File: config.mk
export PLATFORM = sky130hd
export DESIGN_NAME = frame_buffer_rotation_manager
export DESIGN_NICKNAME = d
export VERILOG_FILES = /design/src/hdl/fbrm_pkg.sv /design/src/hdl/fbrm_slot_fifo.sv /design/src/hdl/frame_buffer_rotation_manager.sv
export SDC_FILE = /design/constraint.sdc
export NUM_CORES = 1
export LEC_CHECK = 0
export BUFFER_PORTS_ARGS = -buffer_cell sky130_fd_sc_hd__buf_2
export CAP_MARGIN = 10
export CORE_UTILIZATION = 25
export CTS_BUF_LIST = sky130_fd_sc_hd__clkbuf_16
export DETAILED_ROUTE_END_ITERATION = 16
export HOLD_SLACK_MARGIN = 0.02
export SETUP_SLACK_MARGIN = 0.1
export SYNTH_ARGS = -nofsm -noshare
export SYNTH_HDL_FRONTEND = slang
export SYNTH_SLANG_ARGS = --single-unit
File: constraint.sdc
create_clock -name clk -period 5.4 [get_ports clk]
set_input_delay 0.54 -clock clk [delete_from_list [all_inputs] [get_ports clk]]
set_output_delay 0.54 -clock clk [all_outputs]
set_load 0.05 [all_outputs]
File: src/hdl/fbrm_pkg.sv
`default_nettype none

package fbrm_pkg;

  // Slot numbers travel as three bits on both channels.
  localparam int SLOT_W = 3;
  localparam int CNT_W  = 32;

  typedef enum logic [2:0] {
    OP_BUF_REQ   = 3'd0,
    OP_FRAME_END = 3'd1,
    OP_ACQUIRE   = 3'd2,
    OP_RELEASE   = 3'd3,
    OP_START     = 3'd4,
    OP_STOP      = 3'd5
  } op_t;

  typedef enum logic [2:0] {
    ST_OK        = 3'd0,
    ST_STOLE     = 3'd1,
    ST_REFUSED   = 3'd2,
    ST_IGNORED   = 3'd3,
    ST_RECYCLED  = 3'd4,
    ST_LOST      = 3'd5
  } status_t;

  // Commands from the event decoder to one slot FIFO.
  typedef struct packed {
    logic              pop;
    logic              push;
    logic [SLOT_W-1:0] push_slot;
    logic              fill;    // load every slot in ascending order
    logic              clear;   // empty the queue
  } fifo_ctl_t;

  // What one slot FIFO shows back to the decoder.
  typedef struct packed {
    logic              empty;
    logic              full;
    logic [SLOT_W-1:0] head_slot;
  } fifo_sts_t;

endpackage

`default_nettype wire

File: src/hdl/fbrm_slot_fifo.sv
`default_nettype none

module fbrm_slot_fifo #(
  parameter int SLOT_COUNT = 3
) (
  input  wire                      clk,
  input  wire                      rst_n,
  input  wire fbrm_pkg::fifo_ctl_t ctl,
  output fbrm_pkg::fifo_sts_t      sts
);

  localparam int HW = $clog2(SLOT_COUNT);
  localparam int CW = $clog2(SLOT_COUNT + 1);
  localparam int SW = $clog2(2 * SLOT_COUNT);

  logic [fbrm_pkg::SLOT_W-1:0] entry_r [SLOT_COUNT];
  logic [HW-1:0]               head_r, head_nxt;
  logic [CW-1:0]               count_r, count_nxt;

  logic          full, empty, do_push, do_pop;
  logic [SW-1:0] tail_sum;
  logic [HW-1:0] tail_idx;

  assign full    = (count_r == CW'(SLOT_COUNT));
  assign empty   = (count_r == '0);
  assign do_push = ctl.push && !full;
  assign do_pop  = ctl.pop && !empty;

  // The tail sits count entries past the head, wrapping at the slot count.
  assign tail_sum = SW'(head_r) + SW'(count_r);
  assign tail_idx = (tail_sum >= SW'(SLOT_COUNT)) ? HW'(tail_sum - SW'(SLOT_COUNT))
                                                  : HW'(tail_sum);

  always_comb begin
    head_nxt  = head_r;
    count_nxt = count_r;
    if (ctl.fill) begin
      head_nxt  = '0;
      count_nxt = CW'(SLOT_COUNT);
    end else if (ctl.clear) begin
      head_nxt  = '0;
      count_nxt = '0;
    end else begin
      if (do_pop) begin
        head_nxt = (head_r == HW'(SLOT_COUNT - 1)) ? '0 : head_r + HW'(1);
      end
      count_nxt = count_r + CW'(do_push) - CW'(do_pop);
    end
  end

  always_ff @(posedge clk) begin
    if (!rst_n) begin
      head_r  <= '0;
      count_r <= '0;
    end else begin
      head_r  <= head_nxt;
      count_r <= count_nxt;
    end
  end

  // Slot storage has no reset: the count guards every read.
  always_ff @(posedge clk) begin
    if (ctl.fill) begin
      for (int i = 0; i < SLOT_COUNT; i++) begin
        entry_r[i] <= fbrm_pkg::SLOT_W'(i);
      end
    end else if (do_push) begin
      entry_r[tail_idx] <= ctl.push_slot;
    end
  end

  assign sts.empty     = empty;
  assign sts.full      = full;
  assign sts.head_slot = entry_r[head_r];

endmodule

`default_nettype wire

File: src/hdl/frame_buffer_rotation_manager.sv
// A transaction accepted on the input is held in the input register and moves into the
// output stage once that stage is empty or its result is being taken; it is offered from there.
// Throughput: one event per cycle while out_tready is high; each event is decoded in a single
// pass between the input and output registers, with the slot FIFOs and counters updated then.
// Reset (rst_n, synchronous, active low) empties both slot FIFOs, clears all counters,
// leaves the block stopped and drops any transaction in flight.
`default_nettype none

module frame_buffer_rotation_manager #(
  parameter int SLOT_COUNT = 3
) (
  input  wire          clk,
  input  wire          rst_n,
  // Input events.
  input  wire          in_tvalid,
  output logic         in_tready,
  input  wire  [7:0]   in_tdata,   // [2:0] slot_in, [7:3] zero
  input  wire  [2:0]   in_tuser,   // [2:0] opcode
  // Results, one per event.
  output logic         out_tvalid,
  input  wire          out_tready,
  output logic [103:0] out_tdata   // [0] granted, [3:1] slot_out, [6:4] status,
                                   // [38:7] sequence_res, [70:39] frames_done,
                                   // [102:71] drops, [103] zero
);

  localparam int SLOT_W = fbrm_pkg::SLOT_W;
  localparam int CNT_W  = fbrm_pkg::CNT_W;

  // Input register stage.
  logic              s1_valid_r;
  fbrm_pkg::op_t     s1_op_r;
  logic [SLOT_W-1:0] s1_slot_r;

  // Output register stage.
  logic                 out_valid_r;
  logic                 out_granted_r;
  logic [SLOT_W-1:0]    out_slot_r;
  fbrm_pkg::status_t    out_status_r;
  logic [CNT_W-1:0]     out_seq_r;
  logic [CNT_W-1:0]     out_frames_r;
  logic [CNT_W-1:0]     out_drops_r;

  // Persistent block state.
  logic             running_r, running_nxt;
  logic [CNT_W-1:0] frame_cnt_r, frame_cnt_nxt;
  logic [CNT_W-1:0] drop_cnt_r, drop_cnt_nxt;
  logic [CNT_W-1:0] acq_cnt_r, acq_cnt_nxt;

  fbrm_pkg::fifo_ctl_t free_ctl, ready_ctl;
  fbrm_pkg::fifo_sts_t free_sts, ready_sts;

  logic              in_acc;
  logic              proc;
  logic              slot_ok;
  logic              granted;
  logic [SLOT_W-1:0] slot_out;
  fbrm_pkg::status_t status;
  logic [CNT_W-1:0]  seq;

  // The event held in the input register is processed whenever the output
  // register is empty or its transaction completes in this cycle, so the
  // pipeline keeps moving at one event per cycle under continuous flow.
  assign proc      = s1_valid_r && (!out_valid_r || out_tready);
  assign in_tready = !s1_valid_r || proc;
  assign in_acc    = in_tvalid && in_tready;

  always_ff @(posedge clk) begin
    if (!rst_n) begin
      s1_valid_r <= 1'b0;
    end else if (in_acc) begin
      s1_valid_r <= 1'b1;
    end else if (proc) begin
      s1_valid_r <= 1'b0;
    end
  end

  always_ff @(posedge clk) begin
    if (in_acc) begin
      s1_op_r   <= fbrm_pkg::op_t'(in_tuser);
      s1_slot_r <= in_tdata[SLOT_W-1:0];
    end
  end

  // Slot numbers at or beyond the slot count are ignored by frame end and release.
  assign slot_ok = ({1'b0, s1_slot_r} < (SLOT_W + 1)'(SLOT_COUNT));

  // Event decoder: one pass decides the result and the state update.
  always_comb begin
    granted       = 1'b0;
    slot_out      = '0;
    status        = fbrm_pkg::ST_IGNORED;
    seq           = '0;
    running_nxt   = running_r;
    frame_cnt_nxt = frame_cnt_r;
    drop_cnt_nxt  = drop_cnt_r;
    acq_cnt_nxt   = acq_cnt_r;
    free_ctl      = '0;
    ready_ctl     = '0;
    free_ctl.push_slot  = s1_slot_r;
    ready_ctl.push_slot = s1_slot_r;

    if (proc) begin
      unique case (s1_op_r)
        fbrm_pkg::OP_BUF_REQ: begin
          // Take the oldest free slot; failing that, steal the oldest ready frame.
          if (!free_sts.empty) begin
            free_ctl.pop = 1'b1;
            granted      = 1'b1;
            slot_out     = free_sts.head_slot;
            status       = fbrm_pkg::ST_OK;
          end else if (!ready_sts.empty) begin
            ready_ctl.pop = 1'b1;
            drop_cnt_nxt  = drop_cnt_r + 1'b1;
            granted       = 1'b1;
            slot_out      = ready_sts.head_slot;
            status        = fbrm_pkg::ST_STOLE;
          end else begin
            drop_cnt_nxt = drop_cnt_r + 1'b1;
            status       = fbrm_pkg::ST_REFUSED;
          end
        end
        fbrm_pkg::OP_FRAME_END: begin
          if (slot_ok) begin
            frame_cnt_nxt = frame_cnt_r + 1'b1;
            if (!ready_sts.full) begin
              ready_ctl.push = 1'b1;
              granted        = 1'b1;
              status         = fbrm_pkg::ST_OK;
            end else begin
              // Ready queue full: the frame is dropped and its slot recycled.
              // The FIFO discards the push when the free queue is full too.
              free_ctl.push = 1'b1;
              drop_cnt_nxt  = drop_cnt_r + 1'b1;
              status        = fbrm_pkg::ST_RECYCLED;
            end
          end
        end
        fbrm_pkg::OP_ACQUIRE: begin
          if (running_r) begin
            if (!ready_sts.empty) begin
              ready_ctl.pop = 1'b1;
              acq_cnt_nxt   = acq_cnt_r + 1'b1;
              granted       = 1'b1;
              slot_out      = ready_sts.head_slot;
              status        = fbrm_pkg::ST_OK;
              seq           = acq_cnt_r + 1'b1;
            end else begin
              status = fbrm_pkg::ST_REFUSED;
            end
          end
        end
        fbrm_pkg::OP_RELEASE: begin
          if (slot_ok) begin
            if (!free_sts.full) begin
              free_ctl.push = 1'b1;
              granted       = 1'b1;
              status        = fbrm_pkg::ST_OK;
            end else begin
              status = fbrm_pkg::ST_LOST;
            end
          end
        end
        fbrm_pkg::OP_START: begin
          // A start while already running changes nothing.
          if (!running_r) begin
            free_ctl.fill   = 1'b1;
            ready_ctl.clear = 1'b1;
            running_nxt     = 1'b1;
          end
          granted = 1'b1;
          status  = fbrm_pkg::ST_OK;
        end
        fbrm_pkg::OP_STOP: begin
          running_nxt = 1'b0;
          granted     = 1'b1;
          status      = fbrm_pkg::ST_OK;
        end
        default: begin
          // Unused opcodes are reported as ignored.
          status = fbrm_pkg::ST_IGNORED;
        end
      endcase
    end
  end

  always_ff @(posedge clk) begin
    if (!rst_n) begin
      running_r   <= 1'b0;
      frame_cnt_r <= '0;
      drop_cnt_r  <= '0;
      acq_cnt_r   <= '0;
    end else begin
      running_r   <= running_nxt;
      frame_cnt_r <= frame_cnt_nxt;
      drop_cnt_r  <= drop_cnt_nxt;
      acq_cnt_r   <= acq_cnt_nxt;
    end
  end

  fbrm_slot_fifo #(
    .SLOT_COUNT(SLOT_COUNT)
  ) u_free_fifo (
    .clk  (clk),
    .rst_n(rst_n),
    .ctl  (free_ctl),
    .sts  (free_sts)
  );

  fbrm_slot_fifo #(
    .SLOT_COUNT(SLOT_COUNT)
  ) u_ready_fifo (
    .clk  (clk),
    .rst_n(rst_n),
    .ctl  (ready_ctl),
    .sts  (ready_sts)
  );

  // Output register: filled on each processed event, emptied when its
  // transaction completes.
  always_ff @(posedge clk) begin
    if (!rst_n) begin
      out_valid_r <= 1'b0;
    end else if (proc) begin
      out_valid_r <= 1'b1;
    end else if (out_tready) begin
      out_valid_r <= 1'b0;
    end
  end

  always_ff @(posedge clk) begin
    if (proc) begin
      out_granted_r <= granted;
      out_slot_r    <= slot_out;
      out_status_r  <= status;
      out_seq_r     <= seq;
      out_frames_r  <= frame_cnt_nxt;
      out_drops_r   <= drop_cnt_nxt;
    end
  end

  assign out_tvalid = out_valid_r;
  assign out_tdata  = {1'b0, out_drops_r, out_frames_r, out_seq_r,
                       out_status_r, out_slot_r, out_granted_r};

endmodule

`default_nettype wire

Yosys cells after proc, flatten, opt, wreduce, memory -nomap -nowiden
Memory sizes are Yosys's and may differ from the RTL's. A register that Yosys moved wholly into a read port is not among the register bits.
Index checks and enable logic that the tools add are counted.
{"block": "totals", "mem_count": 2, "register_bits": 216, "inputBits": 15, "wordCells": 141, "ram_bits": 18, "output_inout_bits": 106}
{"block": "op_classes", "bitwise": 4, "n_eq_ne": 9, "addsub": 13, "reduce_logical": 26, "magnitude_cmp": 3, "muxes": 66}
{"name": "u_free_fifo.entry_r", "depth": 3, "width": 3, "read_ports": 1, "rd_ports_with_merged_regs": 1, "write_ports": 3, "line_no": "fbrm_slot_fifo.sv:16", "rtl": "logic [fbrm_pkg::SLOT_W-1:0] entry_r [SLOT_COUNT];"}
{"name": "u_ready_fifo.entry_r", "depth": 3, "width": 3, "read_ports": 1, "rd_ports_with_merged_regs": 1, "write_ports": 1, "line_no": "fbrm_slot_fifo.sv:16"}
{"op": "2-to-1 mux 32 bit", "n": 7}
{"op": "adder 32 x 1 -> 32 bit, second input constant", "n": 3}
{"op": "case mux 32 bit (2 select lines)", "n": 1}
{"op": "2-to-1 mux 2 bit", "n": 15}
{"op": "2-to-1 mux 1 bit", "n": 28}
{"op": "2-to-1 mux 3 bit", "n": 9}
{"op": "case mux 3 bit (5 select lines)", "n": 1}
{"op": "== test 2 bit, second input constant", "n": 4}
{"op": "adder 2 x 2 -> 3 bit", "n": 2}
{"op": "== test 3 x 2 -> 1 bit, second input constant", "n": 2}
{"op": "== test 3 bit, second input constant", "n": 2}
{"op": ">= comparator 3 x 2 -> 1 bit, second input constant", "n": 2}
{"op": "logical AND 1 bit", "n": 6}
{"op": "zero test 1 bit", "n": 6}
{"op": "case mux 1 bit (2 select lines)", "n": 3}
{"op": "case mux 3 bit (2 select lines)", "n": 1}
{"op": "nonzero test 2 bit", "n": 3}
{"op": "OR reduction 3 bit", "n": 2}
{"op": "case mux 1 bit (5 select lines)", "n": 1}
{"op": "adder 2 x 1 -> 2 bit", "n": 2}
{"op": "adder 2 x 1 -> 2 bit, second input constant", "n": 2}
{"op": "zero test 2 bit", "n": 2}
{"op": "inverter 1 bit", "n": 4}
{"op": "AND reduction 4 bit", "n": 1}
{"op": "8 further kinds", "n": 12}

Logic depth before layout (Yosys ltp)
Gate-level depths: netlist (run 1).
{"block": "logic_depth", "ltp_word": 11, "ltp_mapped": 11, "ltp_nobuf": 10}

Hierarchy
A second synthesis (run 1) with hierarchy kept.
{"block": "hier_totals", "cells_unflattened": 1027, "area_unflattened_um2": 11149.4}
{"module": "frame_buffer_rotation_manager", "area_each_um2": 9230.1, "seq_area_each_um2": 5255.0, "cells_each": 873, "instances": 1}
{"module": "fbrm_slot_fifo", "area_each_um2": 959.7, "seq_area_each_um2": 480.5, "cells_each": 77, "instances": 2}

Worst setup path after synthesis (run 1)
No wires, ideal clock.
{"block": "synth_path", "path_kind": "input to register", "start": "in out_tready", "end": "reg out_drops_r[0], enable pin", "cell_stages": 4, "n_path_buf": 1, "setup_time_ns": 0.456, "arrival_ns": 2.982, "required_ns": 4.944, "slack_ns": 1.962, "cell_sequence": "nand2b_1 > clkbuf_1 > nand2_1 > inv_1"}
{"block": "synth_via", "elab_chain_len": 2}
{"element": "start: declaration", "line_no": "frame_buffer_rotation_manager.sv:21", "rtl": "input wire out_tready,"}
{"element": "logical OR 1 bit", "line_no": "frame_buffer_rotation_manager.sv:64", "rtl": "assign proc = s1_valid_r && (!out_valid_r || out_tready);"}
{"element": "logical AND 1 bit", "line_no": "frame_buffer_rotation_manager.sv:64"}
{"element": "net proc", "line_no": "frame_buffer_rotation_manager.sv:54", "rtl": "logic proc;"}
{"element": "end signal: assignment", "line_no": "frame_buffer_rotation_manager.sv:238", "rtl": "out_drops_r <= drop_cnt_nxt;"}
{"element": "end: declaration", "line_no": "frame_buffer_rotation_manager.sv:42", "rtl": "logic [CNT_W-1:0] out_drops_r;"}
The timed path passes the listed nets, and every way through them passes these cells.
A chain may end at the register's enable or synchronous reset.

Worst setup path in the final report (run 1)
{"block": "layout_path", "start": "reg s1_op_r[2]", "end": "reg out_frames_r[26], data pin"}
{"block": "layout_via", "elab_chain_len": 3}
{"element": "start: declaration", "line_no": "frame_buffer_rotation_manager.sv:32", "rtl": "fbrm_pkg::op_t s1_op_r;"}
{"element": "start signal: assignment", "line_no": "frame_buffer_rotation_manager.sv:80", "rtl": "s1_op_r <= fbrm_pkg::op_t'(in_tuser);"}
{"element": "== test 3 x 1 -> 1 bit", "line_no": "frame_buffer_rotation_manager.sv:104", "rtl": "unique case (s1_op_r)"}
{"element": "2-to-1 mux 32 bit", "line_no": "frame_buffer_rotation_manager.sv:104"}
{"element": "2-to-1 mux 32 bit", "line_no": "frame_buffer_rotation_manager.sv:103", "rtl": "if (proc) begin"}
{"element": "net frame_cnt_nxt[26]", "line_no": "frame_buffer_rotation_manager.sv:46", "rtl": "logic [CNT_W-1:0] frame_cnt_r, frame_cnt_nxt;"}
{"element": "end signal: assignment", "line_no": "frame_buffer_rotation_manager.sv:237", "rtl": "out_frames_r <= frame_cnt_nxt;"}
{"element": "end: declaration", "line_no": "frame_buffer_rotation_manager.sv:41", "rtl": "logic [CNT_W-1:0] out_frames_r;"}
The timed path passes the listed nets, and every way through them passes these cells.

==> flow_metrics.tcl, run 1 <==
set metrics [dict create \
    yosys_register_bits 241 \
    cp-start-kind "register" \
    syn_area_per_cell_sq_um 10.8 \
    end_kind "register" \
    hold_buffers 0 \
    r2r-start "s1_op_r[2]" \
    synth_edf_count 130 \
    worst-endpoint-required_ps 5690 \
    max_freq_ghz 0.315 \
    fin_nets 1127 \
    post_cts_buffers 0 \
    tightest_slew_ps 1070 \
    grt_pass1_vias 7414 \
    gp_congestion 0.834 \
    syn2layout_area_growth_pct 19.5 \
    ys_warn_count 0 \
    status "complete, no violations" \
    h-tree-depth 1 \
    relSlewSlack_pct 28.2 \
    pre_cts_slack_ps 2040 \
    cp_max_fo 12 \
    cts_buffer_depth 3 \
    synth-main-ff-cell "edfxtp_1" \
    synth_area_sq_mm 0.0107 \
    antenna_found_initial 0 \
    worst_ep_arrival_time_ps 3460 \
    p_leak_nw 4.67 \
    rows 75 \
    num_vias 7622 \
    post_drt_wl_per_cell_microns 14.5 \
    drv_cap 0 \
    worstSetupPathType "reg2reg" \
    ios 121 \
    worst_slack_ps 2220 \
    post-route-min-period_ps 3180 \
    globalRouteTotalUtil_pct 11.2 \
    whs_ps 170 \
    r2r-end "out_frames_r[26]" \
    cts.repair.resized 0 \
    drt_first_iter_violations 384 \
    root_buffer "clkbuf_16" \
    clk-insertion-delay-late_ps 540 \
    utilization_pct 30.4 \
    hpwlAfterDp_microns 16900 \
    seq_area_frac_synth_pct 57.3 \
    clock_sinks 241 \
    core_region_area_sq_mm 0.0420 \
    overflow 0 \
    clk_pin_slew_worst_paths_ps 60 \
    first_pass_iters 5 \
    rsz0062_at_grt "no" \
    ff2ff_setup_slack_ps 2220 \
    power.density_mw_per_mm2 330 \
    min_to "s1_slot_r[0]" \
    port-buffer-count 114 \
    dieHeight_microns 209 \
    slew_viol_final 0 \
    ys_async_sr_fraction_pct 0 \
    post_drt_via_cell_ratio 4.59 \
    min_from "in_tdata[0]" \
    grt_max_degree 78 \
    routed_wl_microns 24100 \
    hp-class "in2reg" \
    syn_inst 994 \
    cts_inserted_buffers 28 \
    route.detailed.drc 0 \
    r2r_cells 6 \
    hold_violations 0 \
    grt_pass1_wl_microns 39400 \
    die-width_microns 209 \
    clock_skew_ps 11.1 \
    ant_nets 0 \
    yosysUniqueCellTypes 53 \
    tns_ps 0 \
    antennaDiodeCount 0 \
    start_util_pct 25.4 \
    setup_violations 0 \
    layout-drive-gt1-share_pct 16.7 \
    period_share_pct 58.9 \
    vdd_ir_drop_max_mv 0.239 \
    cts_tree "done" \
    die-area_sq_mm 0.0436 \
    hold_path_depth 1 \
]
## placed cells by master (no fill, tap or decap), drive strengths merged, types with 17 or more instances in the layout
cell,instances
edfxtp,130
buf,122
dfxtp,111
nor2,85
nand2,84
xor2,58
nand3,48
xnor2,45
and2,42
a21oi,40
nand4,36
inv,35
nor4,31
clkbuf,29
o21ai,26
nor3,25
and3,21
or3,21
mux2i,20
nand2b,19
and4,17
## cell families after synthesis
family | count (synthesis) | synth area share, %
AO/OA/AOI/OAI | 82 | 4.39
XOR/XNOR | 103 | 8.43
adder cells (fa/ha/maj) | 13 | 1.66
buffers and inverters | 81 | 3.10
flip-flops | 241 | 57.3
multiplexers | 25 | 2.71
other | 1 | 0.0351
AND/OR/NAND/NOR | 448 | 22.4
## where the power goes
group	total [mW]	switching, mW	leakage, nW	internal, mW
logic	0.249	0.206	2.11	0.0421
clock network	1.98	0.765	0.481	1.22
registers	1.99	0.0217	2.07	1.97
total	4.22	0.993	4.67	3.23
## through the flow
| step | total power [mW] | cells | area (sq um) |
|---|---|---|---|
| after floorplan | 2.22 | 997 | 10700 |
| after detailed placement | 2.28 | 1608 | 11800 |
| after global routing | 4.38 | 1660 | 12800 |
| after global placement | 2.28 | 1608 | 11800 |
| final | 4.22 | 1660 | 12800 |
| after CTS | 4.29 | 1660 | 12800 |
## Yosys cell counts, types with 4 or more instances
master	n	area [sq um]
a21oi_1	39	195
and2_1	42	263
and3_1	21	131
and4_1	16	140
buf_2	13	65.1
clkbuf_1	33	124
dfxtp_1	111	2220
edfxtp_1	130	3900
ha_1	11	138
inv_1	31	116
mux2i_1	20	200
nand2_1	84	315
nand2b_1	19	119
nand3_1	48	240
nand4_1	35	219
nand4b_1	4	35.0
nor2_1	84	315
nor3_1	24	120
nor4_1	28	175
o21a_1	4	30.0
o21ai_0	26	130
or3_1	21	131
xnor2_1	45	394
xor2_1	58	508
## layout make-up
cell class	count	area, sq um
flip-flops and latches	241	6130
multi-input cells	675	4260
repair buffers	122	631
fillers	4299	29300
inverters	31	119
well taps	539	674
clock buffers	29	726
clock inverters	23	253
## flip-flops by register name, summed over array words and instances (netlist names), 9 cells and up, named ones only
register,count
u_free_fifo.entry_r,12
acq_cnt_r,32
out_frames_r,32
frame_cnt_r,32
u_ready_fifo.entry_r,9
drop_cnt_r,32
out_drops_r,32
out_seq_r,32
## critical path, stage by stage, from the launching register on
cell	delay, ps
edfxtp_1	540
nor2_4	300
nand3_1	510
buf_4	390
nor4_1	700
nand4_1	270
xnor2_1	200
## worst max path at each step
| stage | from | to |
|---|---|---|
| after floorplan | out_tready | out_drops_r[0] |
| after global placement | out_tready | out_frames_r[26] |
| after detailed placement | out_tready | u_ready_fifo.entry_r[2][0] |
| after CTS | s1_op_r[2] | u_ready_fifo.entry_r[2][0] |
| after global routing | s1_op_r[2] | out_frames_r[26] |
| final | s1_op_r[2] | out_frames_r[26] |
## per-layer routing
layer / wire, microns / track usage [%] / vias up
met5: 0 / 0 / -
met4: 456 / 3.42 / 0
met3: 1500 / 2.43 / 32
met2: 10900 / 17.7 / 191
met1: 11200 / 15.2 / 3652
li1: - / - / 3747
(Power assumes the default switching activity.)
==> inputs of run 2 (changes only) <==
==> constraint.sdc (replaced) <==
create_clock -name clk -period 3.2 [get_ports clk]
set_input_delay 0.32 -clock clk [delete_from_list [all_inputs] [get_ports clk]]
set_output_delay 0.32 -clock clk [all_outputs]
set_load 0.05 [all_outputs]
==> flow_metrics.tcl, run 2 (same netlist as run 1, synthesis figures left out) <==
set metrics [dict create \
    status "complete, no violations" \
    grt_max_degree 65 \
    root_buffer "clkbuf_16" \
    hp-class "in2reg" \
    port-buffer-count 114 \
    combPwrFrac_pct 5.9 \
    cp_max_fo 7 \
    drt_first_iter_violations 321 \
    syn2layout_area_growth_pct 21.3 \
    gp_congestion 0.831 \
    r2r_cells 10 \
    post_cts_buffers 0 \
    worst-endpoint-required_ps 3490 \
    pre_cts_slack_ps 618 \
    worst_ep_arrival_time_ps 2900 \
    clock_skew_ps 16.0 \
    drv_cap 0 \
    post_drt_wl_per_cell_microns 14.4 \
    p_leak_nw 4.76 \
    core_region_area_sq_mm 0.0420 \
    max_freq_ghz 0.383 \
    cp-start-kind "register" \
    seqPwrFrac_pct 46.5 \
    tightest_slew_ps 846 \
    r2r-end "u_free_fifo.entry_r[1][0]" \
    p_sw_mw 1.65 \
    final_cell_mix "edfxtp_1 (130), buf_2 (114), dfxtp_1 (111)" \
    grt_pass1_wl_microns 38900 \
    hpwlAfterDp_microns 16800 \
    clk_pin_slew_worst_paths_ps 60 \
    crit_chain "ha_1, inv_1, fa_1, inv_1, ha_1, inv_1, nand3_1, o22ai_1, nand2_1, or2_2" \
    ff2ff_setup_slack_ps 590 \
    clk-insertion-delay-late_ps 550 \
    setup_violations 0 \
    overflow 0 \
    hold_path_depth 4 \
    h-tree-depth 1 \
    rows 75 \
    period_share_pct 81.6 \
    dieHeight_microns 209 \
    relSlewSlack_pct 43.6 \
    cts_inserted_buffers 27 \
    layout-drive-gt1-share_pct 17.2 \
    clkPwrFrac_pct 47.6 \
    switching_share_pct 22.8 \
    antenna_found_initial 1 \
    layout_commonest_cell "edfxtp_1" \
    globalRouteTotalUtil_pct 11.0 \
    slew_viol_final 0 \
    clock_sinks 241 \
    cp_top_family "adder cells" \
    r2r-start "u_free_fifo.count_r[0]" \
    route.detailed.drc 0 \
    die-area_sq_mm 0.0436 \
    cts_tree "done" \
    p_int_mw 5.58 \
    hold_violations 0 \
    ios 121 \
    fin_nets 1145 \
    post_drt_via_cell_ratio 4.52 \
    cts_buffer_depth 3 \
    slowest_delay_ps 560 \
    power.density_mw_per_mm2 558 \
    cp-endpoint "u_free_fifo.entry_r[1][0]" \
    vdd_ir_drop_max_mv 0.310 \
    end_kind "register" \
    worst_slack_ps 590 \
    num_vias 7582 \
    die-width_microns 209 \
    first_pass_iters 4 \
    tns_ps 0 \
    worstSetupPathType "reg2reg" \
    post-route-min-period_ps 2610 \
    path_depth 10 \
    cts.repair.resized 0 \
    cp_slowest_cell "fa_1" \
    crit_top_cell "inv_1" \
    grt_pass1_vias 7393 \
    rsz0062_at_grt "no" \
    cp-startpoint "u_free_fifo.count_r[0]" \
    start_util_pct 25.4 \
    path_buf_inv 3 \
    routed_wl_microns 24200 \
    ant_nets 0 \
]
==> run 2: timing repair <==
action,in CTS,in global routing
endpoints found under the setup margin,0,0
hold buffers,7,0
hold endpoints to repair,7,0
==> run 2: worst min path at each step <==
stage                        start              to  slack (ps)
floorplan              in_tuser[0]      s1_op_r[0]         420
finish                  out_tready      out_tvalid          90
global placement    drop_cnt_r[31]  drop_cnt_r[31]         470
detailed placement    acq_cnt_r[1]    acq_cnt_r[1]         480
CTS                     out_tready      out_tvalid          50
global route            out_tready      out_tvalid          90
==> run 2: tightest hold or removal path, cell delays in order <==
cell	delay, ps
buf_2	80
nor2b_1	50
nor2_1	80
nor2_1	40
==> run 2: area by class of cell <==
class	instances	area, sq um
repair buffers	141	803
clock buffers	27	676
clock inverters	23	318
inverters	31	120
multi-input cells	675	4250
flip-flops and latches	241	6130
fillers	4262	29100
well taps	539	674
diodes	1	2.50
==> run 2: power by group through the flow <==
stage	combinational, mW	sequential (mW)	clock [mW]
after floorplan	0.103	3.64	0
after global placement	0.423	3.43	0
after detailed placement	0.425	3.43	0
after CTS	0.432	3.37	3.57
after global routing	0.450	3.37	3.70
final	0.427	3.36	3.44
==> run 2: metal layers <==
metal,GRT usage (%),vias up,wire length (microns)
met5,0,-,0
met4,3.04,0,420
met3,2.22,28,1200
met2,18.1,168,10900
met1,14.7,3592,11600
li1,-,3794,-
==> run 2: through the flow <==
step	std cells	power, mW	hold slack [ps]	utilization [%]	instance area, sq um
5_1_grt	1677	7.52	92.7	30.8	13000
3_5_place_dp	1620	3.86	484	28.3	11900
3_3_place_gp	1620	3.85	473	28.3	11900
2_1_floorplan	997	3.74	419	-	10700
6_report	1678	7.23	86.9	30.9	13000
4_1_cts	1677	7.37	54.2	30.8	13000
==> inputs of run 3 (changes only) <==
==> constraint.sdc (replaced) <==
create_clock -name clk -period 2.2 [get_ports clk]
set_input_delay 0.22 -clock clk [delete_from_list [all_inputs] [get_ports clk]]
set_output_delay 0.22 -clock clk [all_outputs]
set_load 0.05 [all_outputs]
==> flow_metrics.tcl, run 3 (same netlist as run 1, synthesis figures left out) <==
set metrics [dict create \
    power.density_mw_per_mm2 716 \
    num_vias 8098 \
    ant_nets 0 \
    whs_ps 171 \
    die-width_microns 209 \
    setup_violations 1 \
    post-route-min-period_ps 2200 \
    period_share_pct 100 \
    final_cell_mix "edfxtp_1 (130), buf_2 (115), dfxtp_1 (103)" \
    start_util_pct 25.4 \
    routed_wl_microns 26500 \
    vdd_ir_drop_max_mv 0.514 \
    grt_pass1_vias 7753 \
    gp_congestion 0.779 \
    port-buffer-count 114 \
    slowest_delay_ps 560 \
    worst_slack_ps -1.95 \
    clock_skew_ps 26.2 \
    slew_viol_final 0 \
    rsz0062_at_grt "yes" \
    cp_slowest_cell "or4b_4" \
    ios 121 \
    worst-endpoint-required_ps 2610 \
    h-tree-depth 1 \
    tightest_slew_ps 572 \
    fin_nets 1246 \
    die-area_sq_mm 0.0436 \
    relSlewSlack_pct 61.9 \
    max_freq_ghz 0.454 \
    clk-insertion-delay-late_ps 560 \
    layout-drive-gt1-share_pct 33.6 \
    finalPower_mw 10.4 \
    end_kind "register" \
    grt_use_met1_pct 15.6 \
    hold_violations 0 \
    tns_ps -1.95 \
    grt_pass1_wl_microns 40700 \
    met3_usage_pct 2.34 \
    p_leak_nw 5.48 \
    cts_inserted_buffers 29 \
    antenna_found_initial 0 \
    syn2layout_area_growth_pct 35.8 \
    rows 75 \
    grt_max_degree 63 \
    clk_pin_slew_worst_paths_ps 60 \
    root_buffer "clkbuf_16" \
    path_buf_inv 1 \
    globalRouteTotalUtil_pct 11.6 \
    drv_cap 0 \
    post_drt_wl_per_cell_microns 14.9 \
    hp-class "in2reg" \
    clock_sinks 241 \
    drt_first_iter_violations 332 \
    dieHeight_microns 209 \
    antennaDiodeCount 0 \
    cp-start-kind "register" \
    worst_ep_arrival_time_ps 2610 \
    violations "negative setup slack" \
    status "complete, but fails checks" \
    grt_busiest_layer "met2" \
    route.detailed.drc 0 \
    crit_chain "a21oi_4, a41oi_4, or4b_4, buf_6, or3_4, nand2_2" \
    worstSetupPathType "reg2reg" \
    post_drt_via_cell_ratio 4.55 \
    cp_max_fo 5 \
    overflow 0 \
    cts_buffer_depth 3 \
    use_met2_pct 18.7 \
    cp_top_family "simple AND/OR/NAND/NOR gates" \
    hpwlAfterDp_microns 18200 \
    core_region_area_sq_mm 0.0420 \
    first_pass_iters 6 \
    cts_tree "done" \
    layout_commonest_cell "edfxtp_1" \
]
run 3: where the power goes:
group,internal [mW],switching (mW)
Clock,2.87,1.90
Combinational,0.180,0.569
Sequential,4.84,0.0422
Total,7.89,2.51
run 3: per-layer routing:
metal / share of wire (%) / wire, microns
met2: 46 / 12200
met4: 2.5 / 667
met3: 5.2 / 1380
met1: 46 / 12200
met5: 0 / 0
run 3: repair_timing:
item | CTS | global route
cloned | 1 | 1
setup buffers | 6 | 18
endpoints found under the setup margin | 68 | 102
endpoints found under the hold margin | 8 | 0
gates resized for setup | 32 | 138
pin swaps | 23 | 81
hold buffers | 8 | 0
run 3: area by class of cell:
class | instances | area, sq um
fill | 4187 | 27500
timing repair buffer | 240 | 1640
clock buffer | 29 | 726
clock inverter | 24 | 234
sequential | 241 | 6140
tap | 539 | 674
inverter | 31 | 120
multi-input combinational | 675 | 4990
run 3: worst paths after layout:
kind,slack [ps],startpoint,cells past startpoint,to
setup / recovery,-2,s1_slot_r[1],6,out_drops_r[30]
hold / removal,170,rst_n,4,acq_cnt_r[22]
setup reg to reg,-2,s1_slot_r[1],6,out_drops_r[30]
hold reg to reg,500,acq_cnt_r[1],2,acq_cnt_r[1]
run 3: worst register-to-register path: stages (launching register included):
cell      delay, ps
edfxtp_1        430
a21oi_4         290
a41oi_4         210
or4b_4          570
buf_6           170
or3_4           340
nand2_2          70
run 3: per-stage QoR:
stage          cells  util, %  area, sq um  setup WS (ps)
2_1_floorplan    997        -        10800           -428
6_report        1779     34.6        14500          -1.95
3_3_place_gp    1693     29.9        12600          -6.21
3_5_place_dp    1693     29.9        12600          -57.2
4_1_cts         1761     32.8        13800          -16.2
5_1_grt         1779     34.6        14500          -58.8
